File: config.mk
export PLATFORM = sky130hd
export DESIGN_NAME = button_debounce_press_timer
export DESIGN_NICKNAME = d
export VERILOG_FILES = /design/src/bdpt_pkg.sv /design/src/button_debounce_press_timer.sv
export SDC_FILE = /design/constraint.sdc
export NUM_CORES = 1
export LEC_CHECK = 0
export BUFFER_PORTS_ARGS = -buffer_cell sky130_fd_sc_hd__buf_2
export CAP_MARGIN = 20
export CORE_MARGIN = 1
export CORE_UTILIZATION = 60
export CTS_CLUSTER_DIAMETER = 100
export DETAILED_ROUTE_END_ITERATION = 8
export PLACE_DENSITY = 0.81
export SYNTH_ARGS = -nofsm -noshare
export SYNTH_HDL_FRONTEND = slang
export SYNTH_SLANG_ARGS = --single-unit
File: constraint.sdc
create_clock -name clk -period 4.7 [get_ports clk]
set_input_delay 0.94 -clock clk [delete_from_list [all_inputs] [get_ports clk]]
set_output_delay 0.94 -clock clk [all_outputs]
set_load 0.02 [all_outputs]
File: src/bdpt_pkg.sv
// Package for the push-button debouncer with press timer.
// Request/result payload structs, event and check codes, register indexes.
// No dependencies.
`default_nettype none

package bdpt_pkg;

  localparam int unsigned RunMax  = 15;
  localparam int unsigned HoldMax = 255;

  typedef enum logic [1:0] {
    EV_NONE     = 2'd0,
    EV_PRESSED  = 2'd1,
    EV_RELEASED = 2'd2
  } event_t;

  typedef enum logic [1:0] {
    CHK_NONE     = 2'd0,
    CHK_EDGE     = 2'd1,
    CHK_ACTIVE   = 2'd2,
    CHK_INACTIVE = 2'd3
  } chk_t;

  localparam logic REQ_TICK = 1'b0;
  localparam logic REQ_READ = 1'b1;

  localparam logic [1:0] REG_PRESSED_LEVEL      = 2'd0;
  localparam logic [1:0] REG_ACTIVE_THRESHOLD   = 2'd1;
  localparam logic [1:0] REG_INACTIVE_THRESHOLD = 2'd2;

  typedef struct packed {
    logic req_type;
    logic pin_level;
  } req_t;

  typedef struct packed {
    logic [1:0] event_kind;
    logic [7:0] press_duration;
  } rsp_t;

endpackage

`default_nettype wire

File: src/button_debounce_press_timer.sv
// Top level of the push-button debouncer with press timer.
// Uses bdpt_pkg for payload structs and codes.
//
//   channel | direction | handshake        | payload
//   in      | request   | in_valid/in_stall | req_t  (req_type, pin_level)
//   out     | result    | out_valid/out_stall | rsp_t (event_kind, press_duration)
//   cfg     | write     | cfg_valid/cfg_ready | cfg_index, cfg_data
//
// One request per cycle while in_stall is low; state updates at the accepting edge.
// A read request's result appears in the output register the next cycle.
// A second result while the output is stalled goes to a skid register;
// in_stall rises only while the skid register is full.
// Synchronous reset; cfg_ready is always high.
`default_nettype none

module button_debounce_press_timer import bdpt_pkg::*; (
  input  wire logic       clk,
  input  wire logic       rst,
  input  wire logic       in_valid,
  output logic            in_stall,
  input  wire req_t       in_data,
  output logic            out_valid,
  input  wire logic       out_stall,
  output rsp_t            out_data,
  input  wire logic       cfg_valid,
  output logic            cfg_ready,
  input  wire logic [1:0] cfg_index,
  input  wire logic [3:0] cfg_data
);

  logic       pressed_level;
  logic [3:0] active_threshold;
  logic [3:0] inactive_threshold;

  logic       is_pressed_mode, is_pressed_mode_next;
  logic       stable_flag, stable_flag_next;
  logic       watch_level, watch_level_next;
  logic       previous_level, previous_level_next;
  logic [3:0] active_run, active_run_next;
  logic [3:0] inactive_run, inactive_run_next;
  logic [7:0] hold_count, hold_count_next;
  event_t     pending_event, pending_event_next;

  logic       skid_valid;
  rsp_t       skid_data;
  rsp_t       rsp_new;
  logic       accept, push, pop;
  chk_t       chk;
  logic [3:0] run_inc;

  assign cfg_ready = 1'b1;
  assign in_stall  = skid_valid;
  assign accept    = in_valid && !in_stall;
  assign push      = accept && (in_data.req_type == REQ_READ);
  assign pop       = out_valid && !out_stall;

  assign rsp_new.event_kind     = pending_event;
  assign rsp_new.press_duration = (pending_event == EV_RELEASED) ? hold_count : 8'd0;

  always_ff @(posedge clk) begin
    if (rst) begin
      pressed_level      <= 1'b0;
      active_threshold   <= 4'd5;
      inactive_threshold <= 4'd5;
    end else if (cfg_valid && cfg_ready) begin
      unique case (cfg_index)
        REG_PRESSED_LEVEL:      pressed_level      <= cfg_data[0];
        REG_ACTIVE_THRESHOLD:   active_threshold   <= cfg_data;
        REG_INACTIVE_THRESHOLD: inactive_threshold <= cfg_data;
        default: ;
      endcase
    end
  end

  always_comb begin
    is_pressed_mode_next = is_pressed_mode;
    stable_flag_next     = stable_flag;
    watch_level_next     = watch_level;
    previous_level_next  = previous_level;
    active_run_next      = active_run;
    inactive_run_next    = inactive_run;
    hold_count_next      = hold_count;
    pending_event_next   = pending_event;
    chk                  = CHK_NONE;
    run_inc              = 4'd0;
    if (accept) begin
      if (in_data.req_type == REQ_READ) begin
        pending_event_next = EV_NONE;
      end else begin
        previous_level_next = in_data.pin_level;
        if (stable_flag) begin
          if (in_data.pin_level == watch_level && previous_level != watch_level) begin
            chk               = CHK_EDGE;
            active_run_next   = 4'd0;
            inactive_run_next = 4'd0;
            stable_flag_next  = 1'b0;
          end
        end else if (in_data.pin_level == watch_level) begin
          run_inc           = (active_run == 4'(RunMax)) ? active_run : active_run + 4'd1;
          inactive_run_next = 4'd0;
          active_run_next   = run_inc;
          if (run_inc >= active_threshold) begin
            stable_flag_next = 1'b1;
            chk              = CHK_ACTIVE;
          end
        end else begin
          run_inc           = (inactive_run == 4'(RunMax)) ? inactive_run : inactive_run + 4'd1;
          active_run_next   = 4'd0;
          inactive_run_next = run_inc;
          if (run_inc >= inactive_threshold) begin
            stable_flag_next = 1'b1;
            chk              = CHK_INACTIVE;
          end
        end

        if (!is_pressed_mode) begin
          if (chk == CHK_EDGE) begin
            pending_event_next   = EV_PRESSED;
            hold_count_next      = 8'd0;
            is_pressed_mode_next = 1'b1;
          end
        end else begin
          unique case (chk)
            CHK_NONE: begin
              if (hold_count != 8'(HoldMax)) hold_count_next = hold_count + 8'd1;
            end
            CHK_ACTIVE: begin
              watch_level_next = ~watch_level;
            end
            CHK_INACTIVE: begin
              watch_level_next     = pressed_level;
              is_pressed_mode_next = 1'b0;
            end
            CHK_EDGE: begin
              pending_event_next   = EV_RELEASED;
              watch_level_next     = pressed_level;
              is_pressed_mode_next = 1'b0;
            end
            default: ;
          endcase
        end
      end
    end
  end

  always_ff @(posedge clk) begin
    if (rst) begin
      is_pressed_mode <= 1'b0;
      stable_flag     <= 1'b1;
      watch_level     <= 1'b0;
      previous_level  <= 1'b1;
      active_run      <= 4'd0;
      inactive_run    <= 4'd0;
      hold_count      <= 8'd0;
      pending_event   <= EV_NONE;
    end else begin
      is_pressed_mode <= is_pressed_mode_next;
      stable_flag     <= stable_flag_next;
      watch_level     <= watch_level_next;
      previous_level  <= previous_level_next;
      active_run      <= active_run_next;
      inactive_run    <= inactive_run_next;
      hold_count      <= hold_count_next;
      pending_event   <= pending_event_next;
    end
  end

  // output register plus skid stage
  always_ff @(posedge clk) begin
    if (rst) begin
      out_valid  <= 1'b0;
      skid_valid <= 1'b0;
    end else if (skid_valid) begin
      if (pop) begin
        skid_valid <= 1'b0;
      end
    end else if (push) begin
      if (!out_valid || pop) begin
        out_valid <= 1'b1;
      end else begin
        skid_valid <= 1'b1;
      end
    end else if (pop) begin
      out_valid <= 1'b0;
    end
  end

  always_ff @(posedge clk) begin
    if (skid_valid) begin
      if (pop) out_data <= skid_data;
    end else if (push) begin
      if (!out_valid || pop) out_data <= rsp_new;
      else                   skid_data <= rsp_new;
    end
  end

endmodule

`default_nettype wire

### Yosys cells after proc, flatten, opt, wreduce, memory -nomap -nowiden

Cells that the tools add are included.

| word-level totals | value |
|---|---|
| input bits | 13 |
| bits in latches | 0 |
| word-level logic and storage cells | 113 |
| memories | 0 |
| bits in registers | 53 |
| memory bits (read-only) | 0 |
| output and inout port bits | 13 |
| bits in writable memories | 0 |

| cells by class | value |
|---|---|
| bitwise logic cells | 4 |
| reduce and logical (&&, ||, !) cells | 28 |
| equal/unequal tests | 16 |
| mux-type cells | 43 |
| shift-type cells | 0 |
| magnitude comparators | 2 |
| multiply operators | 0 |
| divide/modulo/power cells | 0 |
| $add $sub $neg | 3 |

Operators by type and width:

| cell | number |
|---|---|
| $mux 10 | 4 |
| $mux 8 | 5 |
| $mux 4 | 7 |
| $mux 2 | 10 |
| $mux 1 | 16 |
| $reduce_and 3->1 | 4 |
| $reduce_bool 2->1 | 6 |
| $ne 2x1->1 const B | 5 |
| $reduce_and 2->1 | 5 |
| $add 4x1->4 const B | 2 |
| $add 8x1->8 const B | 1 |
| $eq 2x2->1 const B | 4 |
| $eq 4x4->1 const B | 2 |
| $ge 4x4->1 | 2 |
| $ne 8x8->1 const B | 1 |
| $reduce_and 5->1 | 1 |
| $eq 2x1->1 const B | 2 |
| $logic_and 1x1->1 | 4 |
| $logic_not 2->1 | 2 |
| $not 1->1 | 4 |
| $reduce_and 4->1 | 1 |
| $logic_not 1->1 | 3 |
| $pmux 1 s2 | 1 |
| $reduce_or 2->1 | 1 |
| 3 further kinds | 3 |

### Depth between registers and ports, before layout

Gate-level depths: netlist of run 1.

| depth | value |
|---|---|
| depth after elaboration | 12 |
| depth in mapped cells | 9 |
| gate-level depth less buffers | 9 |

### Least setup slack after synthesis of run 1

OpenSTA, ideal clock, no wires.

| path | value |
|---|---|
| kind | input port to flip-flop |
| start | input in_valid |
| end | register out_data[0] in the netlist's numbering, enable pin |
| buffers on the path | 0 |
| library setup time | 392 ps |
| cell stages on the path | 3 |
| data arrival time | 1,970 ps |
| required time | 4,308 ps |
| path slack | 2,338 ps |
| cells stage by stage | nor2b_1 > nand2_1 > a21boi_0 |

| on the way | value |
|---|---|
| cells in the longest elaborated chain, start to end | 4 |

Ends and longest elaborated chain:

| element | RTL line | text |
|---|---|---|
| start, declared | button_debounce_press_timer.sv:19 | `input wire logic in_valid,` |
| $logic_and 1x1->1 | button_debounce_press_timer.sv:53 | `assign accept = in_valid && !in_stall;` |
| $logic_and 1x1->1 | button_debounce_press_timer.sv:54 | `assign push = accept && (in_data.req_type == REQ_READ);` |
| $reduce_bool 2->1 (no line) | - |  |
| $reduce_and 3->1 (no line) | - |  |
| end signal, assigned | button_debounce_press_timer.sv:190 | `if (pop) out_data <= skid_data;` |
| end signal, assigned | button_debounce_press_timer.sv:192 | `if (!out_valid \|\| pop) out_data <= rsp_new;` |
| end, declared | button_debounce_press_timer.sv:24 | `output rsp_t out_data,` |

Every way passes these cells.
A chain may end at the register's enable or synchronous reset.

### Worst setup path after layout of run 1

| path | value |
|---|---|
| start | register active_run[0] |
| end | register hold_count[3] |

| on the way | value |
|---|---|
| cells in the longest elaborated chain, start to end | 11 |
| elaborated cells between the ends (all ways) | 14 |
| those cells by class | 1 x add/sub; 1 x order compare; 3 x eq/ne; 6 x mux; 3 x reduce/logical |

Ends and longest elaborated chain:

| element | RTL line | text |
|---|---|---|
| start, declared | button_debounce_press_timer.sv:39 | `logic [3:0] active_run, active_run_next;` |
| start signal, assigned | button_debounce_press_timer.sv:161 | `active_run <= active_run_next;` |
| $add 4x1->4 / $eq 4x4->1 (equally long branches) | button_debounce_press_timer.sv:99 | `run_inc = (active_run == 4'(RunMax)) ? active_run : active_run + 4'd1;` |
| $mux 4 (*) | button_debounce_press_timer.sv:99 |  |
| $ge 4x4->1 (*) | button_debounce_press_timer.sv:102 | `if (run_inc >= active_threshold) begin` |
| $mux 2 (*) | button_debounce_press_timer.sv:102 |  |
| $mux 2 (*) | button_debounce_press_timer.sv:98 | `end else if (in_data.pin_level == watch_level) begin` |
| $mux 2 (*) | button_debounce_press_timer.sv:91 | `if (stable_flag) begin` |
| $mux 2 (*) | button_debounce_press_timer.sv:87 | `if (in_data.req_type == REQ_READ) begin` |
| $mux 2 (*) | button_debounce_press_timer.sv:86 | `if (accept) begin` |
| $logic_not 2->1 / $eq 2x1->1 (equally long branches) | button_debounce_press_timer.sv:123, button_debounce_press_timer.sv:117 |  |
| $ne 2x1->1 (no line) / $reduce_bool 2->1 (equally long branches) | - |  |
| $reduce_and 5->1 (no line) (*) | - |  |
| end signal, assigned | button_debounce_press_timer.sv:163 | `hold_count <= hold_count_next;` |
| end, declared | button_debounce_press_timer.sv:41 | `logic [7:0] hold_count, hold_count_next;` |

Every way passes the cells marked *; elsewhere a longest branch is shown, timed or not. The select of a mux whose other input is x is not followed.

==> results.md, run 1 <==
* Nets at 315
* H-tree levels at 2
* Final hold violation count at 0
* IO buf count at 24
* Initial antenna violation count at 0
* Max Fclk at 380 MHz
* Final RePlAce weighted congestion at 0.860
* Share of layout cells above drive strength 1 at 0.202
* Crit path capture type: flop
* Period utilization at 0.560
* Syn_area_per_cell at 10.3 um2
* Fraction of registers with async set/reset at 0
* Die Wd at 69.2 um
* Cell Chain, Critical Path: ha_1, nand3_1, mux2_2, ha_1, a211o_1, o221ai_2, a31oi_4, a221o_1
* First-pass GRT wire length at 8560 um
* Status: finished clean
* Max clock buf depth at 2
* Setup_tns at 0 ns
* DR WL/cell at 14.8 um
* Hold buffers post-CTS at 0
* All-Layer GR Usage at 0.224
* Synthesized flop and latch total at 53
* Worst-skew pair later-pin latency at 0.31 ns
* Post-CTS setup buffer count at 0
* CTS clk-pin slew, worst paths at 0.10 ns
* Core Region at 4350 um2
* Hold_ws at 0.490 ns
* Final Slew Violations at 0
* Sequential element share of the synthesized area at 0.466
* Final setup vio count at 0
* CP most frequent cell: ha_1
* Yosys cell types at 57
* Gate Count Post-Synth at 264
* Slew @ Worst Pin at 0.875 ns
* Antenna diodes at 0
* Maximum fanout along the worst path at 6
* DR pass1 iterations at 4
* Largest net degree at the start of global routing at 24
* Chip height at 69.2 um
* Vias in the first global route at 1814
* ANT nets after route at 0
* Relative slew slack at 0.415
* Most frequent cells in the layout: 33 x dfxtp_1, 24 x nand2_1, 24 x buf_2
* DRT Wirelength at 5100 um
* Routed vias/inst at 5.82
* Power per cell area at 290 nW/um2
* CP max stage delay at 0.39 ns
* Worst path required time at 4.90 ns
* Total gr overflow at 0
* Post-synth top flop: dfxtp_1
* I/O Pins at 26
* Hold/Removal Path Class: flop to flop
* Initial DRC count at 103
* Vias at 2002
* Commonest non-fill, non-tap cell in the layout: dfxtp_1
* CP Class: flop to flop
* Initial core utilization at 0.622
* Core Rows at 24
* Max capacitance violation total at 0
* CTS sink cnt at 53
* Root Buffer: clkbuf_8
* CP bufs+invs at 0
* Min Tclk post-route at 2.63 ns
* TritonCTS clock tree: yes
* RSZ-0062 raised after global routing: false
* Worst vdd ir at 0.129 mV
* Critical Path Source Type: flop
* Crit path DAT at 2.83 ns
* Layout Skew at 0.00767 ns
* Crit-path slowest cell: a221o_1
* Cell area after synthesis at 2710 um2
* Post-synth EDFFs at 20
* Critical path's top delay family: compound AO/OA/AOI/OAI gates
* Syn Nets at 288
* Residual DRC at 0
* Die area at 4790 um2
* TritonCTS Buffers at 5
* CTS-repair resized insts at 0
* Post-DP HPWL at 3680 um
* LEAKAGE at 1.24 nW
* Area Overhead vs Synth at 10.4%
* Yosys warning total at 0
[layout make-up]
type,count,area [um2]
timing repair buffer,26,135
multi-input combinational,193,1370
clock inverter,3,46.3
clock buffer,5,68.8
inverter,12,45.0
sequential,53,1260
fill,334,1370
tap,52,65.1
[Yosys cell counts, drive strengths merged, types with 3 or more instances]
cell type	number	area [um2]
dfxtp	33	661
nand2	24	90.1
nor2	22	82.6
edfxtp	20	601
a21oi	16	80.1
nand3	14	75.1
mux2	13	150
inv	12	45.0
ha	11	138
and2	10	62.6
and3	9	61.3
mux2i	9	90.1
o21ai	6	30.0
a31oi	5	52.6
nor2b	5	31.3
a221o	4	40.0
clkbuf	4	15.0
nor3	4	20.0
nand3b	3	22.5
nand4	3	18.8
nor3b	3	38.8
[worst register-to-register path, delay by kind of cell, from the launching register on]
| family | cells | cell delay (ns) |
|---|---|---|
| flip-flops | 1 | 0.36 |
| adder cells (fa/ha/maj) | 2 | 0.43 |
| multiplexers | 1 | 0.37 |
| AND/OR/NAND/NOR | 1 | 0.16 |
| AO/OA/AOI/OAI | 4 | 1.20 |
[final timing paths]
| check | from | endpoint | slack, ns | cells past startpoint |
|---|---|---|---|---|
| worst max-delay path | active_run[0] | hold_count[3] | 2.07 | 8 |
| worst min-delay path | inactive_run[1] | inactive_run[1] | 0.49 | 2 |
| worst max register to register | active_run[0] | hold_count[3] | 2.07 | 8 |
| worst min register to register | inactive_run[1] | inactive_run[1] | 0.49 | 2 |
[through the flow]
step	cells	total power [mW]	setup WS (ns)	area (um2)	utilization
5_1_grt	344	0.899	1.92	2990	0.686
3_3_place_gp	336	0.563	2.17	2870	0.660
2_1_floorplan	264	0.543	2.34	2710	-
6_report	344	0.867	2.07	2990	0.686
4_1_cts	344	0.871	2.09	2990	0.686
3_5_place_dp	336	0.564	2.13	2870	0.660
[metal layers]
layer  GRT usage  vias up  part of all wire
li1            -     1021                 -
met1       0.315      916              0.50
met2       0.341       58              0.44
met3      0.0480        7             0.046
met4      0.0839        0             0.014
met5           0        -                 0
[registers in the layout (all words and copies together) (netlist names)]
| register | cells |
|---|---|
| active_run | 4 |
| active_threshold | 4 |
| hold_count | 8 |
| in_stall | 1 |
| inactive_run | 4 |
| inactive_threshold | 4 |
| is_pressed_mode | 1 |
| out_data | 10 |
| out_valid | 1 |
| pending_event | 2 |
| pressed_level | 1 |
| previous_level | 1 |
| skid_data | 10 |
| stable_flag | 1 |
| watch_level | 1 |
[cell families after synthesis]
| kind of cell | Yosys count | synth area share |
|---|---|---|
| compound gates | 50 | 0.140 |
| xor+xnor | 3 | 0.0125 |
| fa+ha+maj | 11 | 0.0508 |
| buf+inv | 18 | 0.0291 |
| flops | 53 | 0.466 |
| mux | 22 | 0.0887 |
| other cells | 1 | 0.00138 |
| simple gates | 106 | 0.212 |
[where the power goes]
group	switching (mW)	internal, mW	total [mW]
Clock	0.153	0.159	0.313
Sequential	0.00600	0.484	0.490
Combinational	0.0398	0.0248	0.0646
Power figures use the tool's default switching activity.
==> inputs of run 2 (changes only) <==
- CORE_UTILIZATION: 60 -> 59
- PLACE_DENSITY: 0.81 -> 0.79
- clock period: 4.7 -> 2.7 ns (I/O delays scaled with it)
==> run 2 against run 1 <==
Effect of this change: cell count grew 1.2%; critical path type unchanged; highest routed layer unchanged; setup slack lost 1.9 ns; largest cell class unchanged; core utilization grew 0.47 points; count of clock-buffer cells in the layout grew 1; design area grew 1.4%.
==> results.md, run 2 (same netlist as run 1, synthesis figures left out) <==
* DRT Wirelength at 5240 um (+2.6%)
* CP max stage delay at 0.38 ns (about the same)
* Hold_ws at 0.483 ns (-0.00775 ns)
* LEAKAGE at 1.26 nW (+2.0%)
* Layout fillers at 335 (+0.30%)
* IO buf count at 24 (unchanged)
* I/O Pins at 26 (unchanged)
* Post-layout instance area at 3030 um2 (+1.4%)
* CP most frequent cell: ha_1
* Crit-path slowest cell: a221o_1
* H-tree levels at 2 (unchanged)
* Period utilization at 0.943 (+0.383)
* Min Tclk post-route at 2.55 ns (-0.0848 ns)
* Layout Skew at 0.0104 ns (+0.00274 ns)
* TritonCTS Buffers at 5 (unchanged)
* Combinational cell fraction of total power at 0.078 (+0.003)
* Root Buffer: clkbuf_8
* Die area at 4860 um2 (+1.7%)
* CTS clk-pin slew, worst paths at 0.10 ns (about the same)
* Switch Pwr at 0.336 mW (+69%)
* RSZ-0062 raised after global routing: false
* Most frequent cells in the layout: 33 x dfxtp_1, 24 x nand2_1, 24 x buf_2
* DR WL/cell at 15.1 um (+1.5%)
* DR pass1 iterations at 4 (unchanged)
* Final RePlAce weighted congestion at 0.836 (-2.8%)
* Crit path capture type: flop
* Dpl cell area at 2900 um2 (+1.0%)
* Power per cell area at 503 nW/um2 (+73%)
* Pwr Total at 1.53 mW (+76%)
* Largest net degree at the start of global routing at 23 (-4.2%)
* CP Class: flop to flop
* Vias at 2062 (+3.0%)
* Worst-skew pair later-pin latency at 0.30 ns (about the same)
* Chip height at 69.7 um (+0.82%)
* Core Region at 4380 um2 (+0.69%)
* Critical path's top delay family: compound AO/OA/AOI/OAI gates
* Clk pwr share at 0.364 (+0.003)
* Final setup vio count at 0 (unchanged)
* Post-DP HPWL at 3810 um (+3.4%)
* Initial antenna violation count at 0 (unchanged)
* Worst vdd ir at 0.274 mV (+110%)
* CP bufs+invs at 0 (unchanged)
* Area Overhead vs Synth at 11.9%
* Initial core utilization at 0.618 (-0.00426)
* Initial DRC count at 147 (+43%)
* Sw frac at 0.220 (-0.00955)
* Max capacitance violation total at 0 (unchanged)
* Setup_tns at 0 ns (unchanged)
* Nets at 319 (+1.3%)
* Routed vias/inst at 5.93 (+1.8%)
* Max Fclk at 393 MHz (+3.3%)
* CTS sink cnt at 53 (unchanged)
* Critical Path Source Type: flop
* Max clock buf depth at 2 (unchanged)
* Final hold violation count at 0 (unchanged)
* Commonest non-fill, non-tap cell in the layout: dfxtp_1
* Worst path required time at 2.89 ns (-2.01 ns)
* First-pass GRT wire length at 8580 um (+0.25%)
* Total gr overflow at 0 (unchanged)
* Die Wd at 69.7 um (+0.82%)
* Residual DRC at 0 (unchanged)
* Hold/Removal Path Class: primary input to flop
* Largest registers: out_data: 10 flops, skid_data: 10 flops, hold_count: 8 flops
* Share of layout cells above drive strength 1 at 0.216 (+0.0142)
* Final Slew Violations at 0 (unchanged)
* All-Layer GR Usage at 0.222 (-0.00254)
* Slew @ Worst Pin at 0.665 ns (-0.209 ns)
* Maximum fanout along the worst path at 6 (unchanged)
* Antenna diodes at 0 (unchanged)
* Crit path DAT at 2.73 ns (-0.10 ns)
* Core Rows at 24 (unchanged)
* TritonCTS clock tree: yes
* Cell Int Power at 1.19 mW (+78%)
* Post-Place Setup Slack at 0.143 ns (-1.99 ns)
* Relative slew slack at 0.553 (+0.138)
* Cell Chain, Critical Path: ha_1, nand3_1, mux2_2, ha_1, a21o_1, a31oi_2, o21a_4, a31oi_4, a221o_1
* Vias in the first global route at 1893 (+4.4%)
* Setup WS post-layout at 0.153 ns (-1.92 ns)
* Register share of total power at 0.559 (-0.006)
* Status: finished clean
* ANT nets after route at 0 (unchanged)
-- run 2: worst min-delay path, stage by stage --
cell and delay (ns):
buf_2 0.08, o21ai_0 0.07, nand2_1 0.06
-- run 2: metal layers --
metal | global-route usage | part of all wire | wire length [um]
met4 | 0.0711 | 0.017 | 89
met2 | 0.350 | 0.44 | 2310
met5 | 0 | 0 | 0
met3 | 0.0392 | 0.054 | 285
met1 | 0.311 | 0.49 | 2560
-- run 2: per-stage QoR --
step | instances | utilization
2_1_floorplan | 264 | -
3_3_place_gp | 340 | 0.662
3_5_place_dp | 340 | 0.662
4_1_cts | 348 | 0.690
5_1_grt | 348 | 0.691
6_report | 348 | 0.691
-- run 2: power by group through the flow --
stage / Sequential (mW) / Clock (mW) / Combinational [mW]
2_1_floorplan: 0.876 / 0 / 0.0690
5_1_grt: 0.854 / 0.589 / 0.129
3_3_place_gp: 0.869 / 0 / 0.114
6_report: 0.852 / 0.555 / 0.119
3_5_place_dp: 0.870 / 0 / 0.116
4_1_cts: 0.852 / 0.562 / 0.117
-- run 2: final timing paths --
kind	startpoint	cells after the start	slack, ns	endpoint
setup / recovery	inactive_run[0]	9	0.15	hold_count[4]
hold / removal	cfg_data[2]	3	0.48	inactive_threshold[2]
setup reg to reg	inactive_run[0]	9	0.15	hold_count[4]
hold reg to reg	active_run[3]	2	0.49	active_run[3]
-- run 2: layout make-up --
type	instances	area, um2	share of cell area
clock inverter	2	37.5	0.0124
sequential	53	1260	0.416
inverter	12	45.0	0.0149
timing repair buffer	30	165	0.0545
multi-input combinational	193	1370	0.453
tap	52	65.1	0.0215
clock buffer	6	82.6	0.0273
-- run 2: timing repair --
item                       CTS  global route
resized for setup            0             1
setup endpoints to repair    0             4
buffers inserted             0             0
hold buffers                 0             0
==> inputs of run 3 (changes only) <==
- CORE_UTILIZATION: 59 -> 53
- PLACE_DENSITY: 0.79 -> 0.75
- clock period: 2.7 -> 2.1 ns (I/O delays scaled with it)
==> run 3 against run 2 <==
Effect of this change: non-clock buffer count grew 17; via count up 2.0%; largest cell class unchanged; hold slack worse by 0.12 ns; total power up 19%; the run now ends with setup timing left; critical path type unchanged; cell count rose by 9.2%; count of clock-buffer cells in the layout down 1; setup slack worse by 0.30 ns; register-to-register slack worse by 0.30 ns; design area grew 9.7%; sequential power grew 28%; clock power about the same.
==> results.md, run 3 (same netlist as run 1, synthesis figures left out) <==
* Status: finished with violations
* Failing checks: setup timing
* Initial antenna violation count at 0 (unchanged)
* I/O Pins at 26 (unchanged)
* Post-layout util at 0.690 (-0.00134)
* CP most frequent cell: ha_4
* Die area at 5400 um2 (+11%)
* Final RePlAce weighted congestion at 0.859 (+2.8%)
* Setup WS post-layout at -0.145 ns (-0.298 ns)
* Vias in the first global route at 2100 (+11%)
* Initial core utilization at 0.562 (-0.0555)
* Worst path required time at 2.29 ns (-0.60 ns)
* CP Class: flop to flop
* Nets at 336 (+5.3%)
* First-pass GRT wire length at 9470 um (+10%)
* Maximum fanout along the worst path at 6 (unchanged)
* DRT Wirelength at 5510 um (+5.3%)
* H-tree levels at 2 (unchanged)
* Crit path DAT at 2.44 ns (-0.29 ns)
* All-Layer GR Usage at 0.228 (+0.00662)
* CP bufs+invs at 0 (unchanged)
* Cell Int Power at 1.38 mW (+16%)
* Worst vdd ir at 0.317 mV (+16%)
* Largest net degree at the start of global routing at 23 (unchanged)
* Critical Path Source Type: flop
* Register share of total power at 0.603 (+0.044)
* Pwr Total at 1.82 mW (+19%)
* DR pass1 iterations at 7 (+3)
* TritonCTS clock tree: yes
* Share of layout cells above drive strength 1 at 0.329 (+0.113)
* Largest registers: out_data: 10 flops, skid_data: 10 flops, hold_count: 8 flops
* CP max stage delay at 0.36 ns (-0.02 ns)
* Final Slew Violations at 0 (unchanged)
* Max capacitance violation total at 0 (unchanged)
* RSZ-0062 raised after global routing: true
* Final setup vio count at 11 (+11)
* Max Fclk at 445 MHz (+13%)
* Final hold violation count at 0 (unchanged)
* Setup_tns at -1.02 ns (-1.02 ns)
* Critical path's top delay family: compound AO/OA/AOI/OAI gates
* Vias at 2103 (+2.0%)
* Total gr overflow at 0 (unchanged)
* Layout Skew at 0.00510 ns (-0.00530 ns)
* Area Overhead vs Synth at 22.7%
* DR WL/cell at 14.5 um (-3.6%)
* Worst-skew pair later-pin latency at 0.30 ns (about the same)
* Die Wd at 73.5 um (+5.3%)
* Core Region at 4820 um2 (+9.9%)
* CTS sink cnt at 53 (unchanged)
* Switch Pwr at 0.435 mW (+30%)
* Root Buffer: clkbuf_8
* Core Rows at 25 (+4.2%)
* Crit-path slowest cell: dfxtp_2
* Min Tclk post-route at 2.25 ns (-0.302 ns)
* Combinational cell fraction of total power at 0.092 (+0.014)
* Antenna diodes at 0 (unchanged)
* TritonCTS Buffers at 5 (unchanged)
* Routed vias/inst at 5.53 (-6.6%)
* Layout fillers at 389 (+16%)
* LEAKAGE at 1.36 nW (+7.6%)
* Cell Chain, Critical Path: ha_4, nand3_4, mux2_4, ha_4, a211o_1, o221ai_4, a31oi_4, a221o_1
* IO buf count at 24 (unchanged)
* Placed cell count at 370 (+8.8%)
* Clk pwr share at 0.305 (-0.059)
* Sw frac at 0.240 (+0.0193)
* ANT nets after route at 0 (unchanged)
* Initial DRC count at 98 (-33%)
* Residual DRC at 0 (unchanged)
* Period utilization at 1.07 (+0.126)
* CTS clk-pin slew, worst paths at 0.09 ns (about the same)
* Post-DP HPWL at 4000 um (+5.0%)
* Most frequent cells in the layout: 27 x dfxtp_1, 24 x nand2_1, 24 x buf_2
* Commonest non-fill, non-tap cell in the layout: dfxtp_1
* Layout Cells excl Fill at 380 (+9.2%)
* Max clock buf depth at 2 (unchanged)
* Crit path capture type: flop
* Power per cell area at 546 nW/um2 (+8.6%)
* Chip height at 73.5 um (+5.3%)
* Hold/Removal Path Class: primary input to flop
run 3: changes by cell type in the layout (fill, tap and decap cells not counted), sizes merged:
cell,change
clkinv,+1
buf,+17
clkbuf,-1
bufinv,-1
clkinvlp,+1
run 3: worst paths after layout:
check	slack (ns)	startpoint	endpoint	cells after the start
hold / removal	0.37	cfg_data[2]	active_threshold[2]	3
setup reg to reg	-0.15	active_run[0]	hold_count[6]	8
setup / recovery	-0.15	active_run[0]	hold_count[6]	8
hold reg to reg	0.49	previous_level	previous_level	2
run 3: final cells by class:
| cell class | count | area [um2] | area share |
|---|---|---|---|
| repair buffers | 47 | 300 | 0.0904 |
| flip-flops and latches | 53 | 1270 | 0.382 |
| clock inverters | 3 | 17.5 | 0.00527 |
| multi-input cells | 193 | 1540 | 0.463 |
| well taps | 67 | 83.8 | 0.0252 |
| inverters | 12 | 45.0 | 0.0136 |
| clock buffers | 5 | 68.8 | 0.0207 |
run 3: power groups by stage:
stage          clock network (mW)  logic (mW)  registers [mW]
4_1_cts                     0.569       0.166            1.09
2_1_floorplan                   0      0.0913            1.13
3_5_place_dp                    0       0.161            1.12
3_3_place_gp                    0       0.158            1.12
5_1_grt                     0.613       0.185            1.10
6_report                    0.555       0.167            1.09
run 3: stage by stage:
step | cell area, um2 | hold slack [ns] | setup WS, ns
floorplan | 2790 | 0.441 | -0.0827
global placement | 3110 | 0.468 | -0.107
detailed placement | 3110 | 0.471 | -0.172
CTS | 3290 | 0.362 | -0.133
global route | 3320 | 0.380 | -0.234
finish | 3320 | 0.367 | -0.145
run 3: metal layers:
layer,wire [um],track usage,vias up
met5,0,0,-
met4,91,0.0769,0
met3,140,0.0384,9
met2,2860,0.411,34
met1,2420,0.274,997
li1,-,-,1063
run 3: worst register-to-register path, delay by kind of cell, from the launching register on:
family,cells,cell delay [ns]
adders and majority gates,2,0.31
muxes,1,0.32
DFF,1,0.36
AOI/OAI and AO/OA,4,1.07
and+or+nand+nor,1,0.07
run 3: repair_timing:
item,CTS,global route
cloned,0,0
pin swaps,8,3
endpoints found under the hold margin,0,0
buffers inserted,2,0
endpoints found under the setup margin,11,11
gates resized for setup,13,10
hold buffers,0,0
